<file path="src/ccrfr_pkg.sv">
`default_nettype none

package ccrfr_pkg;

    // Highest frame byte index that is stored; the position counter stops one above it.
    localparam int MAX_POSITION = 63;
    localparam int POS_W        = $clog2(MAX_POSITION + 2);

    // Frame start pair and CRC-16/X-25 constants.
    localparam logic [7:0]  START_A  = 8'h5A;
    localparam logic [7:0]  START_B  = 8'h2C;
    localparam logic [15:0] CRC_INIT = 16'hFFFF;
    localparam logic [15:0] CRC_POLY = 16'h8408;

    // Reply command codes.
    localparam logic [15:0] CMD_ENROL_ACK    = 16'h030A;
    localparam logic [15:0] CMD_ENROL_RESULT = 16'h030D;
    localparam logic [15:0] CMD_IDENT_ACK    = 16'h020A;
    localparam logic [15:0] CMD_IDENT_RESULT = 16'h020D;
    localparam logic [15:0] CMD_DELETE_ACK   = 16'h040A;
    localparam logic [15:0] CMD_STATUS_ACK   = 16'h0D0A;

    // Input operation codes.
    localparam logic OP_BYTE  = 1'b0;
    localparam logic OP_CLEAR = 1'b1;

    // Reflected CRC update over one byte, one bit per step.
    function automatic logic [15:0] crc_feed(input logic [15:0] crc_in, input logic [7:0] data);
        logic [15:0] crc;
        crc = crc_in ^ {8'h00, data};
        for (int i = 0; i < 8; i++) begin
            if (crc[0]) begin
                crc = (crc >> 1) ^ CRC_POLY;
            end else begin
                crc = crc >> 1;
            end
        end
        return crc;
    endfunction

    // CRC register after the first start byte has been fed.
    localparam logic [15:0] CRC_AFTER_START = crc_feed(CRC_INIT, START_A);

endpackage

`default_nettype wire

</file>
<file path="src/crc_checked_reply_frame_receiver.sv">
`default_nettype none

// Frame receiver for a CRC-checked reply stream. Each input item is either one received
// serial byte (op 0) or a clear request (op 1) that drops the held reply flag and face id.
// The pair 0x5A 0x2C starts a frame at any time, bytes 4..5 carry the big-endian total
// length, bytes 6..7 the command, and the last two bytes a CRC-16/X-25 check word taken
// big-endian. Frames shorter than 10 bytes are dropped, and frames longer than the
// internal position limit never close. Exactly one result item follows every input item:
// the frame-end and CRC-good flags for that byte plus the held reply flag, face id and
// current command word. The byte-wide CRC update and all frame decoding sit in one
// combinational stage ahead of the result register, so an item is accepted every cycle
// while s_ready is high; its result appears in the next cycle. s_ready falls only while
// the result register is full and m_ready is low. No clearing pass is needed after reset.
module crc_checked_reply_frame_receiver (
    input  wire logic        aclk,
    input  wire logic        aresetn,
    input  wire logic        s_valid,
    output logic             s_ready,
    input  wire logic        s_op,
    input  wire logic [7:0]  s_rx_byte,
    output logic             m_valid,
    input  wire logic        m_ready,
    output logic             m_frame_end,
    output logic             m_frame_good,
    output logic             m_reply_seen,
    output logic [15:0]      m_face_id,
    output logic [15:0]      m_reply_command
);
    import ccrfr_pkg::*;

    // Receive state.
    logic [7:0]       prev_byte_reg,   prev_byte_next;
    logic [POS_W-1:0] pos_reg,         pos_next;
    logic [15:0]      length_reg,      length_next;
    logic [15:0]      crc_reg,         crc_next;
    logic [15:0]      command_reg,     command_next;
    logic [7:0]       result_reg [4];
    logic [7:0]       result_next [4];
    logic [15:0]      check_reg,       check_next;
    logic             reply_flag_reg,  reply_flag_next;
    logic [15:0]      face_id_reg,     face_id_next;

    // Result register.
    logic             m_valid_reg;
    logic             out_end_reg,     out_end_next;
    logic             out_good_reg,    out_good_next;

    // Working values for one byte.
    logic             accept;
    logic             start_pair;
    logic [POS_W-1:0] pos_k;
    logic [POS_W-1:0] pos_inc;
    logic [15:0]      length_base;
    logic [15:0]      crc_base;
    logic             in_frame;
    logic             crc_byte;
    logic             crc_match;

    assign s_ready = !m_valid_reg || m_ready;
    assign accept  = s_valid && s_ready;

    // Byte decode, CRC update and frame close.
    always_comb begin
        prev_byte_next  = prev_byte_reg;
        pos_next        = pos_reg;
        length_next     = length_reg;
        crc_next        = crc_reg;
        command_next    = command_reg;
        result_next     = result_reg;
        check_next      = check_reg;
        reply_flag_next = reply_flag_reg;
        face_id_next    = face_id_reg;
        out_end_next    = 1'b0;
        out_good_next   = 1'b0;
        crc_match       = 1'b0;

        start_pair  = (prev_byte_reg == START_A) && (s_rx_byte == START_B);
        pos_k       = start_pair ? POS_W'(1) : pos_reg;
        length_base = start_pair ? 16'h0000 : length_reg;
        crc_base    = start_pair ? CRC_AFTER_START : crc_reg;
        pos_inc     = pos_k + POS_W'(1);
        in_frame    = (pos_k >= POS_W'(1)) && (pos_k <= POS_W'(MAX_POSITION));
        crc_byte    = (pos_k < POS_W'(8)) ||
                      ((17'(pos_k) + 17'd2) < {1'b0, length_base});

        if (s_op == OP_CLEAR) begin
            reply_flag_next = 1'b0;
            face_id_next    = 16'h0000;
        end else begin
            prev_byte_next = s_rx_byte;
            length_next    = length_base;
            crc_next       = crc_base;
            pos_next       = pos_k;

            if (in_frame) begin
                // Header field capture.
                if (pos_k == POS_W'(4)) begin
                    length_next = {s_rx_byte, length_base[7:0]};
                end else if (pos_k == POS_W'(5)) begin
                    length_next = {length_base[15:8], s_rx_byte};
                end else if (pos_k == POS_W'(6)) begin
                    command_next = {s_rx_byte, command_reg[7:0]};
                end else if (pos_k == POS_W'(7)) begin
                    command_next = {command_reg[15:8], s_rx_byte};
                end
                for (int i = 0; i < 4; i++) begin
                    if (pos_k == POS_W'(16 + i)) begin
                        result_next[i] = s_rx_byte;
                    end
                end

                // Bytes ahead of the check word feed the CRC, the last two form the check word.
                if (crc_byte) begin
                    crc_next = crc_feed(crc_base, s_rx_byte);
                end else begin
                    check_next = {check_reg[7:0], s_rx_byte};
                end

                pos_next = pos_inc;

                if (pos_inc == POS_W'(8)) begin
                    // A length below the minimum frame is dropped here.
                    if (length_next < 16'd10) begin
                        length_next = 16'h0000;
                        pos_next    = '0;
                    end
                end else if ((pos_inc > POS_W'(8)) && (16'(pos_inc) >= length_next)) begin
                    out_end_next = 1'b1;
                    crc_match    = (~crc_next == check_next);
                    out_good_next = crc_match;
                    if (crc_match) begin
                        case (command_next) inside
                            CMD_ENROL_ACK, CMD_IDENT_ACK, CMD_DELETE_ACK, CMD_STATUS_ACK: begin
                                reply_flag_next = 1'b1;
                            end
                            CMD_ENROL_RESULT: begin
                                reply_flag_next = 1'b1;
                                face_id_next = (result_next[2] == 8'h00) ?
                                               {result_next[0], result_next[1]} : 16'h0000;
                            end
                            CMD_IDENT_RESULT: begin
                                reply_flag_next = 1'b1;
                                face_id_next = (result_next[3] == 8'h00) ?
                                               {result_next[1], result_next[2]} : 16'h0000;
                            end
                            default: begin
                            end
                        endcase
                    end
                    length_next = 16'h0000;
                    pos_next    = '0;
                end
            end
        end
    end

    // Receive state registers.
    always_ff @(posedge aclk) begin
        if (!aresetn) begin
            prev_byte_reg  <= 8'h00;
            pos_reg        <= '0;
            length_reg     <= 16'h0000;
            crc_reg        <= CRC_INIT;
            command_reg    <= 16'h0000;
            result_reg     <= '{default: 8'h00};
            check_reg      <= 16'h0000;
            reply_flag_reg <= 1'b0;
            face_id_reg    <= 16'h0000;
        end else if (accept) begin
            prev_byte_reg  <= prev_byte_next;
            pos_reg        <= pos_next;
            length_reg     <= length_next;
            crc_reg        <= crc_next;
            command_reg    <= command_next;
            result_reg     <= result_next;
            check_reg      <= check_next;
            reply_flag_reg <= reply_flag_next;
            face_id_reg    <= face_id_next;
        end
    end

    // Result valid flag.
    always_ff @(posedge aclk) begin
        if (!aresetn) begin
            m_valid_reg <= 1'b0;
        end else if (accept) begin
            m_valid_reg <= 1'b1;
        end else if (m_ready) begin
            m_valid_reg <= 1'b0;
        end
    end

    // Result payload; the held values are shown straight from the state registers.
    always_ff @(posedge aclk) begin
        if (accept) begin
            out_end_reg  <= out_end_next;
            out_good_reg <= out_good_next;
        end
    end

    assign m_valid         = m_valid_reg;
    assign m_frame_end     = out_end_reg;
    assign m_frame_good    = out_good_reg;
    assign m_reply_seen    = reply_flag_reg;
    assign m_face_id       = face_id_reg;
    assign m_reply_command = command_reg;

endmodule

`default_nettype wire

</file>
<file path="config.mk">
export PLATFORM = sky130hd
export DESIGN_NAME = crc_checked_reply_frame_receiver
export DESIGN_NICKNAME = d
export VERILOG_FILES = /design/src/ccrfr_pkg.sv /design/src/crc_checked_reply_frame_receiver.sv
export SDC_FILE = /design/constraint.sdc
export NUM_CORES = 1
export LEC_CHECK = 0
export BUFFER_PORTS_ARGS = -buffer_cell sky130_fd_sc_hd__buf_2
export CAP_MARGIN = 30
export CORE_MARGIN = 3
export CORE_UTILIZATION = 40
export CTS_CLUSTER_DIAMETER = 200
export DETAILED_ROUTE_END_ITERATION = 8
export HOLD_SLACK_MARGIN = 0.06
export SLEW_MARGIN = 20
export SYNTH_ARGS = -nofsm -noshare
export SYNTH_HDL_FRONTEND = slang
export SYNTH_SLANG_ARGS = --single-unit
</file>
<file path="constraint.sdc">
create_clock -name aclk -period 6.5 [get_ports aclk]
set_clock_uncertainty 0.15 [all_clocks]
set_input_delay 0.325 -clock aclk [delete_from_list [all_inputs] [get_ports aclk]]
set_output_delay 0.325 -clock aclk [all_outputs]
set_load 0.03 [all_outputs]
</file>
After elaboration in Yosys (flattened, before gate mapping)
Cells that the tools add are included.
W data, S select, Z words.
{ "totals": {"reg_bits": 131, "mem_bits_rw": 0, "n_memories": 0, "latchBits": 0, "romBits": 0, "output_inout_bits": 37, "inputBits": 13} }
{ "op_classes": {"n_mul": 0, "n_shift": 0, "eq_ne": 20, "n_mux": 86, "n_div": 0, "reduce_logical": 22, "addsub": 2, "bitwise": 13, "order_cmp": 7} }
{ "ops": {"columns": ["cell", "n"], "rows": [
  ["$mux W16", 60],
  ["$mux W8", 10],
  ["$eq A16 B10 Y1 const B", 4],
  ["$mux W7", 5],
  ["$eq A7 B3 Y1 const B", 4],
  ["$eq A7 B5 Y1 const B", 4],
  ["$not A2 Y3", 8],
  ["$eq A16 B11 Y1 const B", 1],
  ["$eq A16 B12 Y1 const B", 1],
  ["$eq A16 B16 Y1", 1],
  ["$ge A7 B16 Y1", 1],
  ["$logic_not A8 Y1", 2],
  ["$lt A16 B4 Y1 const B", 1],
  ["$lt A8 B16 Y1", 1],
  ["$not A16 Y16", 1],
  ["$xor A16 B8 Y16", 1],
  ["$mux W1", 11],
  ["$add A7 B2 Y8 const B", 1],
  ["$eq A8 B6 Y1 const B", 1],
  ["$eq A8 B7 Y1 const B", 1],
  ["$reduce_bool A2 Y1", 4],
  ["$reduce_or A4 Y1", 2],
  ["$add A7 B1 Y7 const B", 1],
  ["$eq A7 B4 Y1 const B", 1],
  ["other kinds (16)", 23]
]} }

Longest topological paths before layout
Gate-level depths: netlist of the first run.
{ "depth": {"ltp_word": 51, "mapped_depth": 25} }

Worst setup path before layout of the first run
Ideal clock, no wire load.
{ "synth_timing": {"path_kind": "input port to flip-flop", "from": "in s_rx_byte[1]", "to": "reg face_id_reg[0], in the netlist m_face_id[0]", "path_slack_ns": 0.959, "n_path_buf": 5, "cell_stages": 24, "setup_time_ns": 0.072, "t_required_ns": 6.278, "t_arrival_ns": 5.319, "path_cell_list": "buf_4 > or4b_4 > or4_1 > buf_2 > buf_1 > nand2_1 > ha_1 > o21ai_0 > nor3_1 > clkbuf_1 > nand2_1 > nand2_1 > nand2_1 > ha_1 > and3_1 > o211ai_1 > o21ai_0 > o2111ai_1 > or2_4 > a2111oi_2 > nand4_1 > nor4_4 > buf_6 > mux2i_1"} }
{ "synth_between": {"elab_chain_len": 42, "elab_cells_between_ends": 113} }
{ "synth_rtl": {"columns": ["item", "line_no", "source"], "rows": [
  ["from (decl)", "crc_checked_reply_frame_receiver.sv:20", "input wire logic [7:0] s_rx_byte,"],
  ["$eq A8 B6 Y1", "crc_checked_reply_frame_receiver.sv:77", "start_pair = (prev_byte_reg == START_A) && (s_rx_byte == START_B);"],
  ["$logic_and A1 B1 Y1", "crc_checked_reply_frame_receiver.sv:77", null],
  ["$mux W16", "crc_checked_reply_frame_receiver.sv:80", "crc_base = start_pair ? CRC_AFTER_START : crc_reg;"],
  ["$xor A16 B8 Y16", "ccrfr_pkg.sv:30", "crc = crc_in ^ {8'h00, data};"],
  ["$not A2 Y3 (no source line)", null, null],
  ["$mux W16", "ccrfr_pkg.sv:32", "if (crc[0]) begin"],
  ["$mux W16", "crc_checked_reply_frame_receiver.sv:113", "if (crc_byte) begin"],
  ["$mux W16", "crc_checked_reply_frame_receiver.sv:95", "if (in_frame) begin"],
  ["[... 26 more ...]", null, null],
  ["$mux W16", "ccrfr_pkg.sv:32", null],
  ["$mux W16", "crc_checked_reply_frame_receiver.sv:113", null],
  ["$mux W16", "crc_checked_reply_frame_receiver.sv:95", null],
  ["$mux W16", "crc_checked_reply_frame_receiver.sv:86", "if (s_op == OP_CLEAR) begin"],
  ["$not A16 Y16", "crc_checked_reply_frame_receiver.sv:129", "crc_match = (~crc_next == check_next);"],
  ["$eq A16 B16 Y1", "crc_checked_reply_frame_receiver.sv:129", null],
  ["$reduce_bool A2 Y1 (no source line)", null, null],
  ["$reduce_and A7 Y1 (no source line)", null, null],
  ["to (signal assigned)", "crc_checked_reply_frame_receiver.sv:178", "face_id_reg <= face_id_next;"],
  ["to (decl)", "crc_checked_reply_frame_receiver.sv:41", "logic [15:0] face_id_reg, face_id_next;"]
]} }
Several ways; a longest one is shown, not always the timed one. The select of a mux whose other input is x is not followed.
A chain may end at the register's enable or synchronous reset.

Worst setup path in the final report of the first run
{ "layout_timing": {"from": "reg prev_byte_reg[0]", "to": "reg length_reg[8]"} }
{ "layout_between": {"elab_chain_len": 13, "elab_cells_between_ends": 23} }
{ "layout_rtl": {"columns": ["item", "line_no", "source"], "rows": [
  ["from (decl)", "crc_checked_reply_frame_receiver.sv:32", "logic [7:0] prev_byte_reg, prev_byte_next;"],
  ["from (signal assigned)", "crc_checked_reply_frame_receiver.sv:170", "prev_byte_reg <= prev_byte_next;"],
  ["$eq A8 B7 Y1 *", "crc_checked_reply_frame_receiver.sv:77", null],
  ["$logic_and A1 B1 Y1 *", "crc_checked_reply_frame_receiver.sv:77", null],
  ["$mux W7", "crc_checked_reply_frame_receiver.sv:78", "pos_k = start_pair ? POS_W'(1) : pos_reg;"],
  ["$eq A7 B3 Y1", "crc_checked_reply_frame_receiver.sv:99", "end else if (pos_k == POS_W'(5)) begin"],
  ["$mux W8", "crc_checked_reply_frame_receiver.sv:99", null],
  ["$mux W16", "crc_checked_reply_frame_receiver.sv:97", "if (pos_k == POS_W'(4)) begin"],
  ["$mux W16", "crc_checked_reply_frame_receiver.sv:95", null],
  ["$mux W16", "crc_checked_reply_frame_receiver.sv:86", null],
  ["$ge A7 B16 Y1", "crc_checked_reply_frame_receiver.sv:127", "end else if ((pos_inc > POS_W'(8)) && (16'(pos_inc) >= length_next)) begin"],
  ["$logic_and A1 B1 Y1", "crc_checked_reply_frame_receiver.sv:127", null],
  ["$mux W16", "crc_checked_reply_frame_receiver.sv:127", null],
  ["$mux W16", "crc_checked_reply_frame_receiver.sv:121", "if (pos_inc == POS_W'(8)) begin"],
  ["$mux W16 *", "crc_checked_reply_frame_receiver.sv:95", null],
  ["to (signal assigned)", "crc_checked_reply_frame_receiver.sv:172", "length_reg <= length_next;"],
  ["to (decl)", "crc_checked_reply_frame_receiver.sv:34", "logic [15:0] length_reg, length_next;"]
]} }
Every way passes the cells marked *; elsewhere a longest branch is shown, timed or not. The select of a mux whose other input is x is not followed.

==> impl_metrics.csv, run 1 <==
group,metric,value,unit
cells_and_area,layout.nets,1060,
placement,place_area,8750,um^2
clock_tree,cts_resized,0,
global_routing,grt_pass1_vias,6954,
global_routing,grt-ovfl-total,0,
critical_path,cpMaxStageDelayCell,"and4_1",
routing,finalWirelength,24.6,mm
clock_tree,h-tree-depth,4,
placement,place_congestion,0.949,
global_routing,grtUsageTotal,22.1,%
yosys,synth_nets,1049,
worst_hold_path,hold_path.class,"in -> reg",
clock_tree,postCtsSetupBuffers,0,
yosys,synthesis.area,8310,um^2
routing,first_pass_iters,5,
routing,dr.first_iter.drc_count,551,
yosys,synth_top_area_share,31.1,%
yosys,synth_cells,1018,
routing,drtAntennaViolNets,0,
global_routing,grt.busiest_layer,"met2",
clock_tree,cts_sinks,131,
routing,vias_per_cell,5.66,
critical_path,worst_ep_arrival_time,5.79,ns
critical_path,path_cells,"or4b_4, or4_1, nand2_1, ha_1, o21ai_0, nor3_1, buf_4, nand2_1, a21oi_1, ha_1, nand2b_1, a211oi_1, o21ai_0, o2111ai_1, or2_4, and4_1, a31o_2, a32oi_1, nor2b_1",
timing,maxSlewViolCount,0,
worst_hold_path,min_to,"m_valid",
worst_hold_path,min_delay_path_depth,3,
critical_path,ff2ff_setup_slack,0.93,ns
run,drv_cap,0,
timing,setup_tns,0,ns
global_routing,antenna_found_initial,0,
clock_tree,path_clk_slew,0.07,ns
yosys,synth_edf_count,2,
die,fp.coreArea,20300,um^2
global_routing,grt_pass1_wl,39.1,mm
die,die_w,150,um
cells_and_area,largest_register_ffs,32,
yosys,synth.area.top_cells,"dfxtp_1 31%, mux2i_1 9.4%, nand2_1 7.6%, a21boi_0 4.2%, nor2b_1 3.7%",
critical_path,end_kind,"flop",
critical_path,criticalPathCategory,"reg -> reg",
routing,vias,7423,
critical_path,rr_endpoint,"length_reg[8]",
yosys,yosysSeqAreaShare,31.8,%
worst_hold_path,hp-start,"m_ready",
clock_tree,cts-root-buf,"clkbuf_16",
yosys,ys_seq_elements,131,
clock_tree,cts_hold_buf,1,
yosys,synth_area_per_cell,8.16,um^2
pwr,vdd_drop_max,0.160,mV
yosys,synthFlopType,"dfxtp_1",
pwr,power_density,221,nW/um^2
die,core.rowCount,52,
status,status,"complete, no violations",
timing,fin_crit_sh,85.7,%
die,initial_core_util,40.9,%
critical_path,reg2reg_from,"prev_byte_reg[0]",
global_routing,met1_usage,30.2,%
placement,io_buffers,49,
cells_and_area,area_growth,12.8,%
timing,worst_slew_pin_slew,0.928,ns
timing,rsz0062_at_grt,"false",
yosys,synth_cell_types,80,
routing,wl_per_cell,18.8,um
timing,fin_crit,5.57,ns
cells_and_area,antennaDiodeCount,0,
clock_tree,clock_latency,0.43,ns
global_routing,grt_use_met2,35.1,%
clock_tree,clk_path_buf_depth,2,
routing,drc,0,
die,num_io_pins,50,
pwr,power.leakage,3.49,nW
clock_tree,tritoncts,"yes",
global_routing,grt_max_degree,63,
clock_tree,numCtsBuffers,17,
timing,setup_violations,0,
cells_and_area,drive_above_1_share,12.5,%
cells_and_area,fin_area,9370,um^2
critical_path,required,6.71,ns
die,die_h,150,um
placement,hpwl,16.5,mm
critical_path,cp-start-kind,"flop",
timing,slew_headroom,38.0,%
critical_path,crit_path_max_fanout,16,
cells_and_area,final_util,46.1,%
yosys,synth_warnings,0,
yosys,synthArstFlopShare,0,%
global_routing,grt.met3_usage,4.43,%
placement,dp.cells,1279,
yosys,synth_top_area_cell,"dfxtp_1",
timing,fmax,179,MHz
die,fp.dieArea,22500,um^2
cells_and_area,stdcell_count,1312,
critical_path,slowest_delay,0.60,ns
critical_path,worst-r2r-cell-count,19,
timing,finalHoldViolations,0,
[layout by cell type (no fill, tap or decap), types with 4 or more instances in the layout]
cell and n:
nand2_1 168, dfxtp_1 129, mux2i_1 78, o21ai_0 54
nor2_1 50, nor3_1 49, nor2b_1 49, buf_2 49
a21boi_0 46, xnor2_1 33, xor2_1 30, nand3_1 25
a21oi_1 23, buf_4 23, ha_1 18, clkbuf_16 17
nand2b_1 15, o211ai_1 13, inv_1 12, nor4_1 12
a32oi_1 10, a22oi_1 8, and2_1 7, inv_6 6
a211oi_1 5, o21a_1 5, or3_1 4, or4_1 4
o22ai_1 4, a21o_1 4, nand4_1 4, and3_1 4
o2111ai_1 4, inv_8 4
[cell type report]
type,instances,area [um^2]
clock buffer,17,425
clock inverter,15,183
timing repair buffer,74,448
tap,270,338
sequential,131,2640
multi-input combinational,792,5280
fill,2016,10900
inverter,13,48.8
[per-layer routing]
metal | share of wire [%] | up-vias | wire [um]
met5 | 0 | - | 0
li1 | - | 3609 | -
met3 | 5.2 | 49 | 1280
met2 | 46 | 243 | 11300
met4 | 2.2 | 0 | 534
met1 | 47 | 3522 | 11500
[worst max-delay path, delay by kind of cell (launching register included)]
kind | cells | cell delay [ns]
and+or+nand+nor | 9 | 2.85
AOI/OAI and AO/OA | 7 | 1.39
DFF | 1 | 0.32
buffers and inverters | 1 | 0.25
adders and majority gates | 2 | 0.54
[power breakdown]
| group | switching, mW | internal [mW] |
|---|---|---|
| Sequential | 0.0142 | 0.814 |
| Combinational | 0.140 | 0.0903 |
| Clock | 0.429 | 0.584 |
[cells by family after synthesis]
family                     after synthesis  share of synthesized area, %
muxes                                   82                          9.94
xor gates and xnor gates                69                          8.32
and+or+nand+nor                        418                          25.4
adders and majority gates               19                          2.83
DFF                                    131                          31.8
AOI/OAI and AO/OA                      204                          17.1
buffers and inverters                   95                          4.65
[worst max path at each step]
stage / start / endpoint / slack (ns) / cells past startpoint
after global placement: s_rx_byte[6] / m_reply_seen / 1.08 / 16
after detailed placement: s_rx_byte[6] / length_reg[12] / 0.97 / 20
final: prev_byte_reg[0] / length_reg[8] / 0.93 / 19
after global routing: prev_byte_reg[0] / m_face_id[4] / 0.62 / 20
after floorplan: s_rx_byte[1] / m_face_id[0] / 0.96 / 24
after CTS: prev_byte_reg[0] / length_reg[8] / 1.02 / 19
[synth_stat cells, types with 3 or more instances]
master and number:
buf_2 12, nor4_4 3, a211oi_1 5, o211ai_1 13
and2_1 7, or4_1 4, a21oi_1 23, buf_1 5
clkbuf_1 62, o21a_1 5, inv_1 12, xnor2_1 33
mux2i_1 78, a31oi_1 3, a32oi_1 10, o22ai_1 4
and3_1 4, nand3_1 25, nand4b_1 3, ha_1 18
nand4_1 4, nor2_1 50, nor3_1 49, xor3_1 3
o2111ai_1 4, o311a_1 3, a21o_1 4, nand2b_1 15
a21boi_0 46, nor2b_1 49, nand2_1 168, or3_1 4
dfxtp_1 129, a22oi_1 8, mux2_2 3, o21ai_0 54
xor2_1 30, xnor3_1 3, nor4_1 13
[stage by stage]
| step | hold WS [ns] | setup slack (ns) | power [mW] |
|---|---|---|---|
| 2_1_floorplan | 0.291 | 0.959 | 1.01 |
| 3_3_place_gp | 0.290 | 1.08 | 1.07 |
| 3_5_place_dp | 0.296 | 0.973 | 1.07 |
| 4_1_cts | 0.0608 | 1.02 | 2.08 |
| 5_1_grt | 0.0800 | 0.618 | 2.14 |
| 6_report | 0.0753 | 0.927 | 2.07 |
(Power assumes the default switching activity.)
==> run 2, diff against run 1 <==
==> constraint.sdc (replaced) <==
create_clock -name aclk -period 6.5 [get_ports aclk]
set_clock_uncertainty 0.15 [all_clocks]
set_input_delay 0.975 -clock aclk [delete_from_list [all_inputs] [get_ports aclk]]
set_output_delay 0.975 -clock aclk [all_outputs]
set_load 0.03 [all_outputs]
==> impl_metrics.csv, run 2 (synthesis gave the netlist of run 1 again) <==
group,metric,value,unit
critical_path,end_kind,"flop",
global_routing,grtUsageTotal,22.2,%
timing,fin_crit,5.87,ns
critical_path,criticalPathCategory,"in -> reg",
clock_tree,clock_latency,0.43,ns
cells_and_area,area_growth,13.3,%
global_routing,grt_pass1_vias,6932,
clock_tree,clk_path_buf_depth,2,
die,num_io_pins,50,
timing,setup_violations,0,
global_routing,antenna_found_initial,0,
pwr,swShare,27.7,%
die,die_h,150,um
timing,slew_headroom,44.0,%
pwr,comb_power_share,11.3,%
routing,wl_per_cell,18.6,um
routing,vias_per_cell,5.57,
cells_and_area,largest_register_ffs,32,
pwr,power.leakage,3.52,nW
die,core.rowCount,52,
routing,drc,0,
run,drv_cap,0,
placement,place_area,8770,um^2
placement,place_congestion,0.901,
routing,first_pass_iters,5,
clock_tree,postCtsSetupBuffers,0,
placement,hpwl,16.6,mm
timing,finalHoldViolations,0,
timing,rsz0062_at_grt,"false",
pwr,power.switching,0.570,mW
pwr,p_seq_share,40.2,%
routing,dr.first_iter.drc_count,566,
cells_and_area,layout_common_cells,"168 x nand2_1, 129 x dfxtp_1, 78 x mux2i_1, 54 x o21ai_0, 50 x nor2_1",
timing,setup_tns,0,ns
status,status,"complete, no violations",
critical_path,cp-start-kind,"primary input",
timing,worst_slew_pin_slew,0.838,ns
cells_and_area,antennaDiodeCount,0,
timing,fin_crit_sh,90.3,%
worst_hold_path,hold_path.class,"reg -> reg",
clock_tree,cts-root-buf,"clkbuf_16",
global_routing,grt-ovfl-total,0,
critical_path,crit_path_max_fanout,16,
clock_tree,h-tree-depth,4,
placement,io_buffers,49,
pwr,vdd_drop_max,0.166,mV
critical_path,worst-r2r-cell-count,20,
clock_tree,cts_sinks,131,
critical_path,worst_ep_arrival_time,6.07,ns
pwr,power_density,219,nW/um^2
global_routing,grt_pass1_wl,38.9,mm
timing,maxSlewViolCount,0,
cells_and_area,fin_area,9410,um^2
global_routing,grt_max_degree,61,
critical_path,required,6.70,ns
cells_and_area,layout.nets,1065,
routing,drtAntennaViolNets,0,
clock_tree,cts_resized,0,
routing,finalWirelength,24.5,mm
worst_hold_path,min_delay_path_depth,2,
die,initial_core_util,40.9,%
routing,vias,7340,
die,fp.dieArea,22500,um^2
clock_tree,tritoncts,"yes",
die,fp.coreArea,20300,um^2
die,die_w,150,um
clock_tree,cts_hold_buf,0,
pwr,internal-power,1.49,mW
cells_and_area,layout_commonest_cell,"nand2_1",
pwr,pwr-share-clk,48.5,%
clock_tree,path_clk_slew,0.06,ns
clock_tree,numCtsBuffers,17,
cells_and_area,final_util,46.4,%
cells_and_area,drive_above_1_share,13.0,%
timing,fmax,170,MHz
==> run 2: cell types whose count changed in the layout (fill, tap and decap cells not counted) <==
cell and delta:
buf_8 +1, buf_4 +5, dlygate4sd3_1 -1
==> run 2: worst paths after layout <==
| path | from | to | slack, ns |
|---|---|---|---|
| hold reg to reg | m_face_id[12] | m_face_id[12] | 0.31 |
| setup reg to reg | prev_byte_reg[0] | m_face_id[11] | 0.94 |
| setup / recovery | s_rx_byte[6] | m_face_id[11] | 0.63 |
| hold / removal | m_face_id[12] | m_face_id[12] | 0.31 |
==> run 2: routing by layer <==
metal | global-route usage [%] | part of all wire [%] | vias up
met5 | 0 | 0 | -
met4 | 8.10 | 2.8 | 0
met3 | 4.46 | 5.2 | 52
met2 | 35.1 | 46 | 219
met1 | 29.9 | 46 | 3447
li1 | - | - | 3622
==> run 2: final cells by class <==
| class | instances | area, um^2 |
|---|---|---|
| Sequential cell | 131 | 2640 |
| Inverter | 13 | 48.8 |
| Fill cell | 2059 | 10900 |
| Clock inverter | 15 | 183 |
| Tap cell | 270 | 338 |
| Clock buffer | 17 | 425 |
| Multi-Input combinational cell | 792 | 5280 |
| Timing Repair Buffer | 79 | 490 |
==> run 2: power by group through the flow <==
stage	registers, mW	logic (mW)	clock network [mW]
5_1_grt	0.828	0.255	1.05
2_1_floorplan	0.839	0.170	0
3_3_place_gp	0.845	0.229	0
4_1_cts	0.827	0.231	1.02
3_5_place_dp	0.845	0.230	0
6_report	0.827	0.234	0.998
==> run 2: worst max-delay path: stages <==
cell and delay, ns:
buf_2 0.10, or4b_4 0.55, or4_1 0.56, nand2_1 0.13
ha_1 0.23, o21ai_0 0.12, nor3_1 0.61, nand2_1 0.12
nand2_1 0.09, nand2_1 0.07, ha_1 0.32, and3_1 0.18
o211ai_1 0.09, o21ai_0 0.24, o2111ai_1 0.18, or2_4 0.32
a2111oi_2 0.26, nand4_1 0.21, nor4_4 0.17, buf_4 0.32
mux2i_1 0.23
==> run 2: per-stage QoR <==
step	std cells	hold WS, ns	setup slack (ns)	power, mW
2_1_floorplan	1018	0.291	0.309	1.01
3_3_place_gp	1283	0.290	0.376	1.07
3_5_place_dp	1283	0.294	0.249	1.07
4_1_cts	1315	0.308	0.677	2.07
5_1_grt	1317	0.317	0.246	2.14
6_report	1317	0.306	0.631	2.06
==> run 3, diff against run 2 <==
--- a/config.mk
+++ b/config.mk
@@ -13,3 +13,3 @@
 export DETAILED_ROUTE_END_ITERATION = 8
-export HOLD_SLACK_MARGIN = 0.06
+export HOLD_SLACK_MARGIN = 0.08
 export SLEW_MARGIN = 20
==> constraint.sdc (replaced) <==
create_clock -name aclk -period 6.5 [get_ports aclk]
set_clock_uncertainty 0.15 [all_clocks]
set_input_delay 0.65 -clock aclk [delete_from_list [all_inputs] [get_ports aclk]]
set_output_delay 0.65 -clock aclk [all_outputs]
set_load 0.03 [all_outputs]
==> impl_metrics.csv, run 3 (synthesis gave the netlist of run 1 again) <==
group,metric,value,unit
cells_and_area,regArea,2640,um^2
routing,vias,7382,
routing,drc,0,
global_routing,antenna_found_initial,0,
timing,fmax,186,MHz
status,status,"complete, no violations",
clock_tree,h-tree-depth,4,
routing,drtAntennaViolNets,0,
worst_hold_path,min_to,"m_face_id[4]",
timing,worst_slew_pin_slew,0.913,ns
clock_tree,numCtsBuffers,17,
placement,hpwl,16.2,mm
die,fp.dieArea,22500,um^2
critical_path,required,6.70,ns
die,core.rowCount,52,
cells_and_area,multi_input_area,5280,um^2
global_routing,grt-ovfl-total,0,
clock_tree,cts_resized,0,
global_routing,grt_pass1_vias,6890,
placement,io_buffers,49,
global_routing,grt_max_degree,115,
global_routing,grt_pass1_wl,38.6,mm
cells_and_area,layout_commonest_cell,"nand2_1",
global_routing,grtUsageTotal,21.9,%
placement,dp.cells,1279,
die,fp.coreArea,20300,um^2
routing,first_pass_iters,5,
pwr,power_density,220,nW/um^2
clock_tree,clock_latency,0.43,ns
worst_hold_path,hp-start,"m_face_id[4]",
critical_path,crit_path_max_fanout,16,
cells_and_area,largest_register_ffs,32,
timing,rsz0062_at_grt,"false",
cells_and_area,stdcell_count,1312,
routing,vias_per_cell,5.63,
critical_path,rr_endpoint,"m_face_id[7]",
critical_path,criticalPathCategory,"reg -> reg",
clock_tree,cts-root-buf,"clkbuf_16",
pwr,power.leakage,3.49,nW
die,die_w,150,um
routing,finalWirelength,24.4,mm
critical_path,ff2ff_setup_slack,1.12,ns
clock_tree,clk_path_buf_depth,2,
die,num_io_pins,50,
critical_path,end_kind,"flop",
routing,wl_per_cell,18.6,um
clock_tree,tritoncts,"yes",
clock_tree,path_clk_slew,0.06,ns
die,die_h,150,um
critical_path,worst_ep_arrival_time,5.58,ns
run,drv_cap,0,
timing,fin_crit_sh,82.8,%
timing,fin_crit,5.38,ns
critical_path,worst-r2r-cell-count,20,
clock_tree,postCtsSetupBuffers,0,
die,initial_core_util,40.9,%
pwr,vdd_drop_max,0.168,mV
timing,maxSlewViolCount,0,
cells_and_area,fill_cells,2010,
clock_tree,cts_sinks,131,
timing,setup_tns,0,ns
routing,dr.first_iter.drc_count,658,
cells_and_area,antennaDiodeCount,0,
critical_path,cp-start-kind,"flop",
timing,setup_violations,0,
clock_tree,cts_hold_buf,0,
critical_path,reg2reg_from,"prev_byte_reg[0]",
cells_and_area,layout_common_cells,"168 x nand2_1, 129 x dfxtp_1, 78 x mux2i_1, 54 x o21ai_0, 50 x nor2_1",
timing,slew_headroom,39.0,%
timing,finalHoldViolations,0,
worst_hold_path,hold_path.class,"reg -> reg",
cells_and_area,drive_above_1_share,12.6,%
cells_and_area,area_growth,12.9,%
cells_and_area,layout.nets,1060,
placement,place_congestion,0.964,
worst_hold_path,min_delay_path_depth,2,
[run 3: changes by cell type in the layout (fill, tap and decap cells not counted), sizes merged]
cell      delta
inv          -2
buf          -5
clkinvlp     +2
[run 3: power by group]
group          internal [mW]  total, mW  switching (mW)
Combinational         0.0908      0.232           0.141
Clock                  0.585       1.01           0.422
Sequential             0.814      0.828          0.0144
Total                   1.49       2.07           0.578
[run 3: metal layers]
layer | routed length [um] | track usage, % | vias up
li1 | - | - | 3613
met1 | 11300 | 29.9 | 3504
met2 | 11100 | 34.0 | 217
met3 | 1210 | 4.30 | 48
met4 | 750 | 8.51 | 0
met5 | 0 | 0 | -
[run 3: layout make-up]
type	count	share of cell area [%]
well taps	270	3.60
inverters	13	0.520
clock inverters	15	2.03
repair buffers	74	4.83
clock buffers	17	4.54
multi-input cells	792	56.3
flip-flops and latches	131	28.2
[run 3: worst max-delay path by stage]
stage	start	endpoint	cells past startpoint
finish	prev_byte_reg[0]	m_face_id[7]	20
global placement	s_rx_byte[2]	m_face_id[9]	17
CTS	prev_byte_reg[0]	m_face_id[6]	20
detailed placement	s_rx_byte[6]	m_face_id[0]	21
global route	prev_byte_reg[0]	m_face_id[3]	20
floorplan	s_rx_byte[1]	m_face_id[0]	24
[run 3: metrics by stage]
stage	power, mW	cell area (um^2)	setup slack (ns)	hold slack, ns	util [%]
detailed placement	1.07	8740	0.756	0.294	43.0
global route	2.14	9380	0.614	0.324	46.2
global placement	1.07	8740	0.851	0.290	43.0
CTS	2.08	9350	1.16	0.307	46.1
finish	2.07	9380	1.12	0.303	46.2
floorplan	1.01	8310	0.634	0.291	-
[run 3: worst max-delay path: stages, from the launching register on]
cell       delay, ns
dfxtp_1         0.32
or4b_4          0.56
or4_1           0.55
nand2_1         0.22
ha_1            0.25
o21ai_0         0.12
nor3_1          0.38
nand2_1         0.09
nand2_1         0.08
nand2_1         0.07
ha_1            0.33
and3_1          0.18
o211ai_1        0.09
o21ai_0         0.24
o2111ai_1       0.17
or2_4           0.31
a2111oi_2       0.26
nand4_1         0.21
nor4_4          0.17
buf_4           0.32
mux2i_1         0.22
